--- config.mk ---
export PLATFORM = sky130hd
export DESIGN_NAME = websocket_frame_deframer_unit
export DESIGN_NICKNAME = d
export VERILOG_FILES = /design/src/hdl/wsd_pkg.sv /design/src/hdl/wsd_parser.sv /design/src/hdl/wsd_out_reg.sv /design/src/hdl/websocket_frame_deframer_unit.sv
export SDC_FILE = /design/constraint.sdc
export NUM_CORES = 1
export LEC_CHECK = 0
export BUFFER_PORTS_ARGS = -buffer_cell sky130_fd_sc_hd__buf_2
export CORE_ASPECT_RATIO = 1.2
export CORE_MARGIN = 2
export CORE_UTILIZATION = 55
export CTS_CLUSTER_SIZE = 28
export DETAILED_ROUTE_END_ITERATION = 8
export GPL_TIMING_DRIVEN = 0
export PLACE_DENSITY = 0.74
export SETUP_SLACK_MARGIN = 0.02
export SYNTH_ARGS = -nofsm -noshare
export SYNTH_HDL_FRONTEND = slang
export SYNTH_HIERARCHICAL = 1
export SYNTH_SLANG_ARGS = --single-unit
--- constraint.sdc ---
create_clock -name aclk -period 8.4 [get_ports aclk]
set_clock_uncertainty 0.05 [all_clocks]
set_input_delay 0.42 -clock aclk [delete_from_list [all_inputs] [get_ports aclk]]
set_output_delay 0.42 -clock aclk [all_outputs]
set_load 0.1 [all_outputs]
--- src/hdl/wsd_pkg.sv ---
package wsd_pkg;

    // Width kept for the decoded payload length and the payload counter.
    localparam int LENGTH_BITS = 32;

    // Widths of the result fields.
    localparam int PAYLOAD_LEN_W = 32;
    localparam int M_TDATA_W     = 48;
    localparam int M_TUSER_W     = 2;

    // Frame header constants.
    localparam logic [3:0] OP_CLOSE      = 4'h8;
    localparam logic [3:0] OP_PONG       = 4'hA;
    localparam logic [6:0] LEN_EXT16     = 7'd126;
    localparam logic [6:0] LEN_EXT64     = 7'd127;
    localparam logic [3:0] EXT16_BYTES   = 4'd2;
    localparam logic [3:0] EXT64_BYTES   = 4'd8;
    localparam logic [3:0] KEY_BYTES     = 4'd4;

    // Parser phases.
    typedef enum logic [2:0] {
        PH_FIRST   = 3'd0,
        PH_SECOND  = 3'd1,
        PH_EXT     = 3'd2,
        PH_KEY     = 3'd3,
        PH_PAYLOAD = 3'd4,
        PH_SKIP    = 3'd5
    } phase_t;

    // Result kinds.
    typedef enum logic [1:0] {
        KIND_HEADER  = 2'd0,
        KIND_PAYLOAD = 2'd1,
        KIND_TRUNC   = 2'd2
    } kind_t;

    // One result item as it moves from the parser to the output register.
    typedef struct packed {
        kind_t                      kind;
        logic [7:0]                 data_byte;
        logic [3:0]                 opcode;
        logic                       fin_flag;
        logic                       masked_flag;
        logic [PAYLOAD_LEN_W-1:0]   payload_length;
        logic                       last_of_frame;
    } wsd_result_t;

endpackage

--- src/hdl/wsd_parser.sv ---
module wsd_parser (
    input  logic                aclk,
    input  logic                aresetn,
    input  logic                in_accept,
    input  logic [7:0]          rx_byte,
    input  logic                buffer_last,
    output logic                res_valid,
    output wsd_pkg::wsd_result_t res
);
    import wsd_pkg::*;

    phase_t                 phase_reg, phase_next;
    logic [3:0]             header_count_reg, header_count_next;
    logic [3:0]             opcode_reg, opcode_next;
    logic                   fin_reg, fin_next;
    logic                   masked_reg, masked_next;
    logic [6:0]             short_len_reg, short_len_next;
    logic [LENGTH_BITS-1:0] frame_len_reg, frame_len_next;
    logic [31:0]            mask_key_reg, mask_key_next;
    logic [LENGTH_BITS-1:0] payload_count_reg, payload_count_next;

    // Step flags handed from the next-state logic to the result logic.
    logic                   do_header;
    logic                   header_last;
    logic                   do_payload;
    logic                   payload_last;
    logic                   do_trunc;
    logic [7:0]             key_byte;

    // Next state of the parser and its header fields.
    always_comb begin
        logic [3:0]             hc_inc;
        logic [LENGTH_BITS-1:0] pc_inc;
        logic [3:0]             need;
        phase_t                 phase_pre;
        hc_inc = header_count_reg + 4'd1;
        pc_inc = payload_count_reg + 1'b1;
        need   = (short_len_reg == LEN_EXT16) ? EXT16_BYTES : EXT64_BYTES;

        phase_pre          = phase_reg;
        header_count_next  = header_count_reg;
        opcode_next        = opcode_reg;
        fin_next           = fin_reg;
        masked_next        = masked_reg;
        short_len_next     = short_len_reg;
        frame_len_next     = frame_len_reg;
        mask_key_next      = mask_key_reg;
        payload_count_next = payload_count_reg;
        do_header          = 1'b0;
        header_last        = 1'b0;
        do_payload         = 1'b0;
        payload_last       = 1'b0;
        do_trunc           = 1'b0;

        unique case (phase_reg)
            PH_FIRST: begin
                fin_next           = rx_byte[7];
                opcode_next        = rx_byte[3:0];
                masked_next        = 1'b0;
                short_len_next     = '0;
                frame_len_next     = '0;
                mask_key_next      = '0;
                payload_count_next = '0;
                header_count_next  = '0;
                phase_pre          = PH_SECOND;
            end
            PH_SECOND: begin
                masked_next       = rx_byte[7];
                short_len_next    = rx_byte[6:0];
                header_count_next = '0;
                if (rx_byte[6:0] == LEN_EXT16 || rx_byte[6:0] == LEN_EXT64) begin
                    frame_len_next = '0;
                    phase_pre      = PH_EXT;
                end else begin
                    frame_len_next = LENGTH_BITS'(rx_byte[6:0]);
                    if (rx_byte[7]) begin
                        phase_pre = PH_KEY;
                    end else begin
                        do_header = 1'b1;
                    end
                end
            end
            PH_EXT: begin
                // Big-endian length bytes shift in from the bottom.
                frame_len_next    = {frame_len_reg[LENGTH_BITS-9:0], rx_byte};
                header_count_next = hc_inc;
                if (hc_inc >= need) begin
                    header_count_next = '0;
                    if (masked_reg) begin
                        phase_pre = PH_KEY;
                    end else begin
                        do_header = 1'b1;
                    end
                end
            end
            PH_KEY: begin
                case (header_count_reg[1:0])
                    2'd0:    mask_key_next[7:0]   = mask_key_reg[7:0]   | rx_byte;
                    2'd1:    mask_key_next[15:8]  = mask_key_reg[15:8]  | rx_byte;
                    2'd2:    mask_key_next[23:16] = mask_key_reg[23:16] | rx_byte;
                    default: mask_key_next[31:24] = mask_key_reg[31:24] | rx_byte;
                endcase
                header_count_next = hc_inc;
                if (hc_inc >= KEY_BYTES) begin
                    do_header = 1'b1;
                end
            end
            PH_PAYLOAD: begin
                payload_count_next = pc_inc;
                do_payload         = 1'b1;
                payload_last       = (pc_inc >= frame_len_reg);
                if (pc_inc >= frame_len_reg) begin
                    phase_pre = PH_FIRST;
                end
            end
            PH_SKIP: begin
                payload_count_next = pc_inc;
                if (pc_inc >= frame_len_reg) begin
                    phase_pre = PH_FIRST;
                end
            end
            default: begin
                phase_pre = PH_FIRST;
            end
        endcase

        // Header complete: pick the payload handling for this frame.
        if (do_header) begin
            payload_count_next = '0;
            header_count_next  = '0;
            if (frame_len_next == '0) begin
                phase_pre   = PH_FIRST;
                header_last = 1'b1;
            end else if (opcode_reg == OP_CLOSE || opcode_reg == OP_PONG) begin
                phase_pre   = PH_SKIP;
                header_last = 1'b1;
            end else begin
                phase_pre   = PH_PAYLOAD;
            end
        end

        // A buffer that ends inside a frame aborts it.
        phase_next = phase_pre;
        if (buffer_last && phase_pre != PH_FIRST) begin
            do_trunc           = 1'b1;
            phase_next         = PH_FIRST;
            header_count_next  = '0;
            payload_count_next = '0;
        end
    end

    // Key byte for the current payload position.
    always_comb begin
        case (payload_count_reg[1:0])
            2'd0:    key_byte = mask_key_reg[7:0];
            2'd1:    key_byte = mask_key_reg[15:8];
            2'd2:    key_byte = mask_key_reg[23:16];
            default: key_byte = mask_key_reg[31:24];
        endcase
    end

    // Result of this step, built from the updated frame fields.
    always_comb begin
        res.opcode         = opcode_next;
        res.fin_flag       = fin_next;
        res.masked_flag    = masked_next;
        res.payload_length = PAYLOAD_LEN_W'(frame_len_next);
        res.kind           = KIND_HEADER;
        res.data_byte      = '0;
        res.last_of_frame  = 1'b0;
        res_valid          = 1'b0;
        if (do_trunc) begin
            res_valid         = 1'b1;
            res.kind          = KIND_TRUNC;
            res.last_of_frame = 1'b1;
        end else if (do_header) begin
            res_valid         = 1'b1;
            res.kind          = KIND_HEADER;
            res.last_of_frame = header_last;
        end else if (do_payload) begin
            res_valid         = 1'b1;
            res.kind          = KIND_PAYLOAD;
            res.data_byte     = masked_reg ? (rx_byte ^ key_byte) : rx_byte;
            res.last_of_frame = payload_last;
        end
    end

    // Parser state registers, updated on each accepted byte.
    always_ff @(posedge aclk) begin
        if (!aresetn) begin
            phase_reg         <= PH_FIRST;
            header_count_reg  <= '0;
            opcode_reg        <= '0;
            fin_reg           <= 1'b0;
            masked_reg        <= 1'b0;
            short_len_reg     <= '0;
            frame_len_reg     <= '0;
            mask_key_reg      <= '0;
            payload_count_reg <= '0;
        end else if (in_accept) begin
            phase_reg         <= phase_next;
            header_count_reg  <= header_count_next;
            opcode_reg        <= opcode_next;
            fin_reg           <= fin_next;
            masked_reg        <= masked_next;
            short_len_reg     <= short_len_next;
            frame_len_reg     <= frame_len_next;
            mask_key_reg      <= mask_key_next;
            payload_count_reg <= payload_count_next;
        end
    end

    // The header byte counter never reaches the long length form's size.
    assert property (@(posedge aclk) disable iff (!aresetn)
        header_count_reg < EXT64_BYTES)
        else $error("header byte counter out of range");

    // A truncation error always returns the parser to the frame start.
    assert property (@(posedge aclk) disable iff (!aresetn)
        (in_accept && res_valid && res.kind == KIND_TRUNC) |=>
        (phase_reg == PH_FIRST && payload_count_reg == '0))
        else $error("parser did not resynchronize after truncation");

    // Skipped payload bytes produce nothing unless the buffer ends.
    assert property (@(posedge aclk) disable iff (!aresetn)
        (phase_reg == PH_SKIP && !buffer_last) |-> !res_valid)
        else $error("result produced for a skipped payload byte");

    // The last payload byte of a frame closes it.
    assert property (@(posedge aclk) disable iff (!aresetn)
        (in_accept && res_valid && res.kind == KIND_PAYLOAD && res.last_of_frame) |=>
        phase_reg == PH_FIRST)
        else $error("frame not closed after its last payload byte");

endmodule

--- src/hdl/wsd_out_reg.sv ---
module wsd_out_reg (
    input  logic                 aclk,
    input  logic                 aresetn,
    input  logic                 in_valid,
    input  wsd_pkg::wsd_result_t in_result,
    output logic                 in_ready,
    output logic                 out_valid,
    output wsd_pkg::wsd_result_t out_result,
    input  logic                 out_ready
);
    import wsd_pkg::*;

    logic        valid_reg, valid_next;
    wsd_result_t result_reg;

    // A new request may enter when the register is empty or drains now.
    assign in_ready = !valid_reg || out_ready;

    always_comb begin
        valid_next = valid_reg;
        if (in_ready) begin
            valid_next = in_valid;
        end
    end

    always_ff @(posedge aclk) begin
        if (!aresetn) begin
            valid_reg <= 1'b0;
        end else begin
            valid_reg <= valid_next;
        end
    end

    // Payload register, loaded only when a result enters.
    always_ff @(posedge aclk) begin
        if (in_ready && in_valid) begin
            result_reg <= in_result;
        end
    end

    assign out_valid  = valid_reg;
    assign out_result = result_reg;

    // A waiting result blocks the input side.
    assert property (@(posedge aclk) disable iff (!aresetn)
        (valid_reg && !out_ready) |-> !in_ready)
        else $error("input accepted while a result is stalled");

    // A result that is taken with nothing behind it leaves the register empty.
    assert property (@(posedge aclk) disable iff (!aresetn)
        (valid_reg && out_ready && !in_valid) |=> !valid_reg)
        else $error("result repeated after it was taken");

    // A new result always occupies the register.
    assert property (@(posedge aclk) disable iff (!aresetn)
        (in_ready && in_valid) |=> valid_reg)
        else $error("result lost on entry");

endmodule

--- src/hdl/websocket_frame_deframer_unit.sv ---
// WebSocket receive-side frame deframer.
// The slave stream takes one received byte per request: s_axis_tdata holds the
// byte and s_axis_tlast marks the last byte of a receive buffer. The master
// stream returns results: a header result when the frame header is complete,
// one result per unmasked payload byte, or a truncation error when a buffer
// ends inside a frame. Payload bytes of close and pong frames give no result.
// m_axis_tuser carries the result kind and m_axis_tlast marks the final result
// of a frame.
// The result of an accepted byte is registered and valid in the cycle after.
// Throughput is one byte per cycle unless the receiver stalls, set by the
// single pass through the parser state update into the output register.
// Reset (aresetn low, synchronous) returns the parser to waiting for a first
// header byte with all frame fields zero and empties the output register.
// When the receiver stalls with a result waiting, s_axis_tready drops in the
// same cycle and returns as soon as that result is taken.
module websocket_frame_deframer_unit (
    input  logic                           aclk,
    input  logic                           aresetn,
    input  logic                           s_axis_tvalid,
    output logic                           s_axis_tready,
    input  logic [7:0]                     s_axis_tdata,  // rx_byte
    input  logic                           s_axis_tlast,  // buffer_last
    output logic                           m_axis_tvalid,
    input  logic                           m_axis_tready,
    // data_byte[7:0], opcode[11:8], fin_flag[12], masked_flag[13],
    // payload_length[45:14], zero fill[47:46]
    output logic [wsd_pkg::M_TDATA_W-1:0]  m_axis_tdata,
    output logic [wsd_pkg::M_TUSER_W-1:0]  m_axis_tuser,  // kind[1:0]
    output logic                           m_axis_tlast   // last_of_frame
);
    import wsd_pkg::*;

    logic        in_accept;
    logic        res_valid;
    wsd_result_t res;
    wsd_result_t out_result;

    assign in_accept = s_axis_tvalid && s_axis_tready;

    wsd_parser u_parser (
        .aclk        (aclk),
        .aresetn     (aresetn),
        .in_accept   (in_accept),
        .rx_byte     (s_axis_tdata),
        .buffer_last (s_axis_tlast),
        .res_valid   (res_valid),
        .res         (res)
    );

    wsd_out_reg u_out_reg (
        .aclk       (aclk),
        .aresetn    (aresetn),
        .in_valid   (in_accept && res_valid),
        .in_result  (res),
        .in_ready   (s_axis_tready),
        .out_valid  (m_axis_tvalid),
        .out_result (out_result),
        .out_ready  (m_axis_tready)
    );

    // Pack the result onto the master stream.
    assign m_axis_tdata = {2'b00,
                           out_result.payload_length,
                           out_result.masked_flag,
                           out_result.fin_flag,
                           out_result.opcode,
                           out_result.data_byte};
    assign m_axis_tuser = out_result.kind;
    assign m_axis_tlast = out_result.last_of_frame;

endmodule
==> impl_metrics.json, run 1 <==
{
  "run_status": "complete, no violations",
  "met2WireLength_mm": 11.2,
  "p_per_area_nw_per_um2": 196,
  "wl_mm": 23.2,
  "worst_slew_pin_slew_ns": 0.865,
  "nets": 1101,
  "cts_max_path_buffers": 2,
  "rsz0062_at_grt": "false",
  "syn_to_final_growth_pct": 13.0,
  "async_flop_share_pct": 0,
  "power_leakage_nw": 3.97,
  "cts_htree_levels": 4,
  "required_ns": 8.42,
  "fin_crit_sh_pct": 69.7,
  "synthesis.area_um2": 8710,
  "dp_slack_ns": 2.59,
  "grt_max_degree": 50,
  "ioPinCount": 66,
  "syn_inst": 967,
  "crit_path_end_kind": "flip-flop",
  "final_max_slew_viol_count": 0,
  "root_buffer": "clkbuf_16",
  "fillers": 1303,
  "clkTransAtPathRegs_ns": 0.07,
  "worstSkewPairLatency_ns": 0.43,
  "vdd_drop_max_v": 0.000129,
  "final_layout_size_suffix_gt1_share_pct": 12.8,
  "yosys.area_share.simple_pct": 18.7,
  "grt_pass1_wl_mm": 37.1,
  "start_util_pct": 55.9,
  "synth-main-ff-cell": "dfxtp_1",
  "worst-path-max-fanout": 49,
  "period_needed_ns": 5.86,
  "synth_edf_count": 49,
  "synth-seq-cells": 166,
  "maxCapViolCount": 0,
  "synth.distinct_cells": 80,
  "finalSetupViolations": 0,
  "post_drt_wl_per_cell_um": 18.3,
  "place_hpwl_mm": 16.9,
  "antenna_found_initial": 0,
  "row_count": 50,
  "met1_length_mm": 9.25,
  "place.gp.congestion": 0.894,
  "fin_tns_setup_ns": 0,
  "vias_per_cell": 6.03,
  "syn_area_per_cell_um2": 9.01,
  "multiInputGateArea_um2": 4350,
  "hp-class": "in -> reg",
  "hold_violations": 0,
  "postCtsSetupBuffers": 0,
  "top_layer": "met4",
  "grt_usage_pct": 27.9,
  "placed_cells": 1234,
  "ctsHoldBuffers": 0,
  "synth_top_family_by_area": "compound AO/OA/AOI/OAI gates",
  "synth_xor_area_share_pct": 4.18,
  "wl_met3_mm": 1.93,
  "max_freq_ghz": 0.171,
  "die_h_um": 142,
  "synth_fa_ha_area_share_pct": 6.18,
  "core_area_um2": 15600,
  "path_class": "reg -> reg",
  "grt_pass1_vias": 7215,
  "drc": 0,
  "cp-start-kind": "flip-flop",
  "vias": 7628,
  "fp.dieW_um": 119,
  "largest_register_ffs": 49,
  "total_power_mw": 1.93,
  "synth_compound_area_share_pct": 20.0,
  "muxShareOfSynthArea_pct": 0.876,
  "drt_iter0_drc": 916,
  "postCtsResizedCells": 0,
  "num_antenna_cells": 0,
  "cts_tree": "yes",
  "max_slew_margin_pct": 41.9,
  "post_layout_nonfiller_instances": 1266,
  "die-area_um2": 16900,
  "crit_arrival_ns": 5.88,
  "fin_ws_ns": 2.54,
  "antenna_left": 0,
  "numCtsBuffers": 17,
  "clkSinkCount": 166,
  "yosysWarnings": 6,
  "drt_pass1_iterations": 6,
  "yosysSeqAreaShare_pct": 43.8,
  "overflow": 0,
  "io_buffer_count": 58,
  "layout.area.seq_um2": 3810
}
worst paths after layout:
check / from / to / slack (ns) / cells after the start
worst max-delay path: u_parser/payload_count_reg[0] / u_out_reg/out_result[25] / 2.54 / 18
worst min-delay path: m_axis_tready / u_out_reg/out_valid / 0.25 / 3
worst max register to register: u_parser/payload_count_reg[0] / u_out_reg/out_result[25] / 2.54 / 18
worst min register to register: u_parser/opcode_reg[1] / u_parser/opcode_reg[1] / 0.42 / 2
synth_stat cells (all sizes together) (7+ instances only):
library cell  count  area (µm²)
nor2            119         465
dfxtp           117        2340
nand2            99         372
a21oi            63         327
inv              56         210
edfxtp           49        1470
nand3            47         240
ha               43         538
clkbuf           39         146
a211oi           30         225
buf              30         185
o21ai            28         140
xnor2            28         268
a22o             23         201
o311ai           21         184
nand4            15        93.8
a21o             13        97.6
a22oi            12        90.1
xor2             11        96.3
and2             10        65.1
and3              9        56.3
a222oi            8        80.1
nand2b            7        51.3
cells by family after synthesis:
group,after synthesis
flip-flops,166
multiplexers,7
other,1
buffers and inverters,126
AO/OA/AOI/OAI,240
XOR/XNOR,39
AND/OR/NAND/NOR,345
adder cells (fa/ha/maj),43
per-stage QoR:
step           area [µm²]  hold WS (ns)  util (%)
4_1_cts              9840         0.237      63.2
3_5_place_dp         9260         0.402      59.5
2_1_floorplan        8710         0.384         -
5_1_grt              9840         0.242      63.2
3_3_place_gp         9260         0.392      59.5
6_report             9840         0.246      63.2
layout make-up:
class / instances / area share [%]
buffer: 69 / 3.37
clock buffer: 20 / 4.65
clock inverter: 12 / 1.20
inverter: 57 / 2.17
multi-input combinational: 676 / 44.3
sequential: 166 / 38.8
tap: 208 / 2.64
timing repair buffer: 58 / 2.95
critical path, cell delays in order, from the launching register on:
cell and delay [ns]:
dfxtp_1 0.50, ha_1 0.29, nand3_1 0.18, or2_1 0.24, clkbuf_1 0.19, nor4_2 0.50
nand3_1 0.25, xnor2_1 0.19, ha_1 0.31, a21oi_1 0.16, nand2_1 0.07, a221o_1 0.28
a2111o_1 0.47, nor3_1 0.50, a21oi_1 0.14, a21oi_1 0.25, nand3b_1 0.16, and3_1 0.19
and2_4 0.55
cell usage in the layout, fill, tap and decap left out, types with 7 or more instances in the layout:
master	count
a21oi_1	62
xor2_1	11
and2_1	8
buf_2	71
clkbuf_16	18
ha_1	43
o21ai_0	25
and3_1	9
nor2_1	117
a21o_1	13
nand3_1	46
nand4_1	15
edfxtp_1	49
dfxtp_1	117
a22o_1	23
o311ai_1	15
clkbuf_1	41
xnor2_1	25
nand2_1	99
inv_1	56
a22oi_1	12
a211oi_1	30
a222oi_1	8
buf_4	7
power by group:
part           internal, mW  total, mW  leakage (nW)  switching (mW)
Sequential            0.861      0.880          1.42          0.0192
Combinational        0.0614      0.282          2.27           0.220
Clock                 0.431      0.765         0.278           0.334
Total                  1.35       1.93          3.97           0.574
per-layer routing:
metal  global-route usage, %  vias up
met3                    6.95       62
met4                    11.5        0
met5                       0        -
met1                    34.8     3533
met2                    46.5      394
li1                        -     3639
Power figures use the tool's default switching activity.
==> run 2: changes to the inputs <==
--- a/config.mk
+++ b/config.mk
@@ -5,6 +5,7 @@
 export SDC_FILE = /design/constraint.sdc
 export NUM_CORES = 1
 export LEC_CHECK = 0
+export ABC_AREA = 1
 export BUFFER_PORTS_ARGS = -buffer_cell sky130_fd_sc_hd__buf_2
 export CORE_ASPECT_RATIO = 1.2
 export CORE_MARGIN = 2
@@ -12,7 +13,7 @@
 export CTS_CLUSTER_SIZE = 28
 export DETAILED_ROUTE_END_ITERATION = 8
 export GPL_TIMING_DRIVEN = 0
-export PLACE_DENSITY = 0.74
+export PLACE_DENSITY = 0.77
 export SETUP_SLACK_MARGIN = 0.02
 export SYNTH_ARGS = -nofsm -noshare
 export SYNTH_HDL_FRONTEND = slang
==> constraint.sdc (replaced) <==
create_clock -name aclk -period 5 [get_ports aclk]
set_clock_uncertainty 0.05 [all_clocks]
set_input_delay 0.25 -clock aclk [delete_from_list [all_inputs] [get_ports aclk]]
set_output_delay 0.25 -clock aclk [all_outputs]
set_load 0.1 [all_outputs]
==> impl_metrics.json, run 2 <==
{
  "run_status": "complete, no violations",
  "synth_edf_count": 49,
  "nets": 1452,
  "cp-start-kind": "flip-flop",
  "cts_htree_levels": 4,
  "grt_pass1_wl_mm": 39.7,
  "maxCapViolCount": 0,
  "p_clk_share_pct": 34.6,
  "total_power_mw": 3.65,
  "critPathMaxStageDelay_ns": 0.40,
  "hold_violations": 0,
  "core_area_um2": 16800,
  "rrSetupSlack_ns": 0.29,
  "switching_share_pct": 34.7,
  "seqPwrFrac_pct": 42.1,
  "cts_max_path_buffers": 2,
  "worst_slew_pin_slew_ns": 0.654,
  "clkTransAtPathRegs_ns": 0.07,
  "fp.dieW_um": 123,
  "period_needed_ns": 4.71,
  "numCtsBuffers": 17,
  "final_max_slew_viol_count": 0,
  "final_common_cell": "nand2_1",
  "antenna_left": 0,
  "power_leakage_nw": 5.05,
  "worstSkewPairLatency_ns": 0.44,
  "vias": 8681,
  "final_layout_size_suffix_gt1_share_pct": 12.4,
  "final_cell_mix": "nand2_1 (261), inv_1 (207), nor2_1 (168)",
  "max_slew_margin_pct": 56.4,
  "crit_arrival_ns": 4.81,
  "async_flop_share_pct": 0,
  "synth_top_area_share_pct": 25.0,
  "syn_inst": 1309,
  "syn_area_per_cell_um2": 7.16,
  "synthesis.area_um2": 9370,
  "die_h_um": 147,
  "synth.distinct_cells": 36,
  "synth-seq-cells": 166,
  "required_ns": 5.10,
  "grt_usage_pct": 28.0,
  "rr_endpoint": "u_out_reg/out_result[31]",
  "wl_mm": 25.0,
  "rsz0062_at_grt": "false",
  "drc": 0,
  "grt_pass1_vias": 8230,
  "place_area_um2": 9950,
  "antenna_found_initial": 0,
  "post_layout_nonfiller_instances": 1625,
  "power_switching_mw": 1.27,
  "clkSinkCount": 166,
  "crit_start": "u_parser/payload_count_reg[0]",
  "dp_slack_ns": -0.806,
  "fin_tns_setup_ns": 0,
  "crit_path_end_kind": "flip-flop",
  "fin_area_um2": 10800,
  "place.gp.congestion": 0.928,
  "reg2reg_depth": 27,
  "vias_per_cell": 5.34,
  "place_hpwl_mm": 18.0,
  "yosysSeqAreaShare_pct": 40.7,
  "yosysTopAreaCell": "dfxtp_1",
  "p_per_area_nw_per_um2": 340,
  "syn_to_final_growth_pct": 14.8,
  "start_util_pct": 55.8,
  "drt_pass1_iterations": 7,
  "placed_cells": 1583,
  "crit_path_end": "u_out_reg/out_result[31]",
  "finalSetupViolations": 0,
  "row_count": 52,
  "synth-main-ff-cell": "dfxtp_1",
  "drt_iter0_drc": 714,
  "fin_crit_sh_pct": 94.1,
  "root_buffer": "clkbuf_16",
  "fin_ws_ns": 0.294,
  "largest_register_ffs": 49,
  "io_buffer_count": 56,
  "post_drt_wl_per_cell_um": 15.4,
  "synth_area_leaders": "dfxtp_1 (25%), edfxtp_1 (16%), nand2_1 (11%)",
  "max_freq_ghz": 0.213,
  "path_class": "reg -> reg",
  "worst-path-max-fanout": 15,
  "crit_top_cell": "nand3_1",
  "hp-class": "in -> reg",
  "vdd_drop_max_v": 0.000241,
  "cts_tree": "yes",
  "netlist_top_cells_count": "nand2_1 (263), inv_1 (207), nor2_1 (171), a21oi_1 (141), dfxtp_1 (117)",
  "ioPinCount": 66,
  "p_comb_share_pct": 23.3,
  "num_antenna_cells": 0,
  "r2r_start": "u_parser/payload_count_reg[0]",
  "overflow": 0,
  "yosysWarnings": 6,
  "yosysMostFrequentCell": "nand2_1",
  "die-area_um2": 18100,
  "grt_max_degree": 32,
  "crit_path_top_delay_cell": "dfxtp_4",
  "intPower_mw": 2.38
}
run 2: cell types whose count changed in the layout (fill, tap and decap cells not counted), moves of 15 or more:
cell      change
nand2_1     +162
inv_1       +151
a21oi_1      +77
nor2_1       +51
o21ai_0      +41
a211oi_1     -30
a22o_1       -23
xnor2_1      -21
xor2_1       +16
o311ai_1     -15
run 2: critical path: cells and delay by family (launching register included):
family | cells | cell delay (ns)
and+or+nand+nor | 17 | 2.34
buffers and inverters | 5 | 0.57
AOI/OAI and AO/OA | 3 | 0.51
DFF | 1 | 0.40
adders and majority gates | 1 | 0.29
xor gates and xnor gates | 1 | 0.26
run 2: cell type report:
type / count / area, µm²
tap: 216 / 270
multi-input combinational: 866 / 4530
inverter: 216 / 811
sequential: 166 / 3820
fill: 1514 / 6030
clock inverter: 13 / 109
buffer: 61 / 332
clock buffer: 19 / 454
timing repair buffer: 68 / 423
run 2: worst min path at each step:
| stage | cells past startpoint | slack, ns | startpoint | to |
|---|---|---|---|---|
| 6_report | 4 | 0.05 | m_axis_tready | u_out_reg/out_valid |
| 5_1_grt | 4 | 0.06 | m_axis_tready | u_out_reg/out_valid |
| 4_1_cts | 4 | 0.04 | m_axis_tready | u_out_reg/out_valid |
| 3_5_place_dp | 2 | 0.39 | u_parser/mask_key_reg[3] | u_parser/mask_key_reg[3] |
| 3_3_place_gp | 2 | 0.39 | u_parser/opcode_reg[1] | u_parser/opcode_reg[1] |
| 2_1_floorplan | 2 | 0.32 | aresetn | u_out_reg/out_valid |
run 2: cells by family (layout without fill, tap and decap cells):
kind of cell | after synthesis | count (layout) | share of synthesized area, %
xor+xnor | 34 | 34 | 3.18
fa+ha+maj | 43 | 43 | 5.74
simple gates | 550 | 550 | 24.7
compound gates | 237 | 237 | 13.4
buf+inv | 278 | 377 | 12.2
flops | 166 | 166 | 40.7
other cells | 1 | 2 | 0.0400
run 2: per-stage QoR:
step / utilization (%) / hold WS (ns)
3_5_place_dp: 59.3 / 0.391
6_report: 64.1 / 0.0530
5_1_grt: 64.1 / 0.0606
2_1_floorplan: - / 0.322
3_3_place_gp: 59.2 / 0.386
4_1_cts: 63.1 / 0.0393
run 2: routing by layer:
metal,global-route usage [%],vias to the layer above,routed length [µm]
li1,-,4316,-
met3,5.40,79,1450
met2,47.1,317,12200
met1,33.0,3969,10200
met4,15.6,0,1160
met5,0,-,0
run 2: repair_timing:
action,CTS,global route
pin swaps,0,5
buffers inserted,5,4
gates resized for setup,5,21
gates cloned,0,1
endpoints found under the hold margin,1,0
hold buffers,1,0
endpoints found under the setup margin,49,59
run 2: power groups by stage:
stage | Combinational (mW) | Sequential (mW) | Clock [mW]
6_report | 0.850 | 1.54 | 1.26
5_1_grt | 0.926 | 1.55 | 1.33
4_1_cts | 0.825 | 1.54 | 1.28
3_5_place_dp | 0.807 | 1.57 | 0
3_3_place_gp | 0.788 | 1.56 | 0
2_1_floorplan | 0.422 | 1.77 | 0
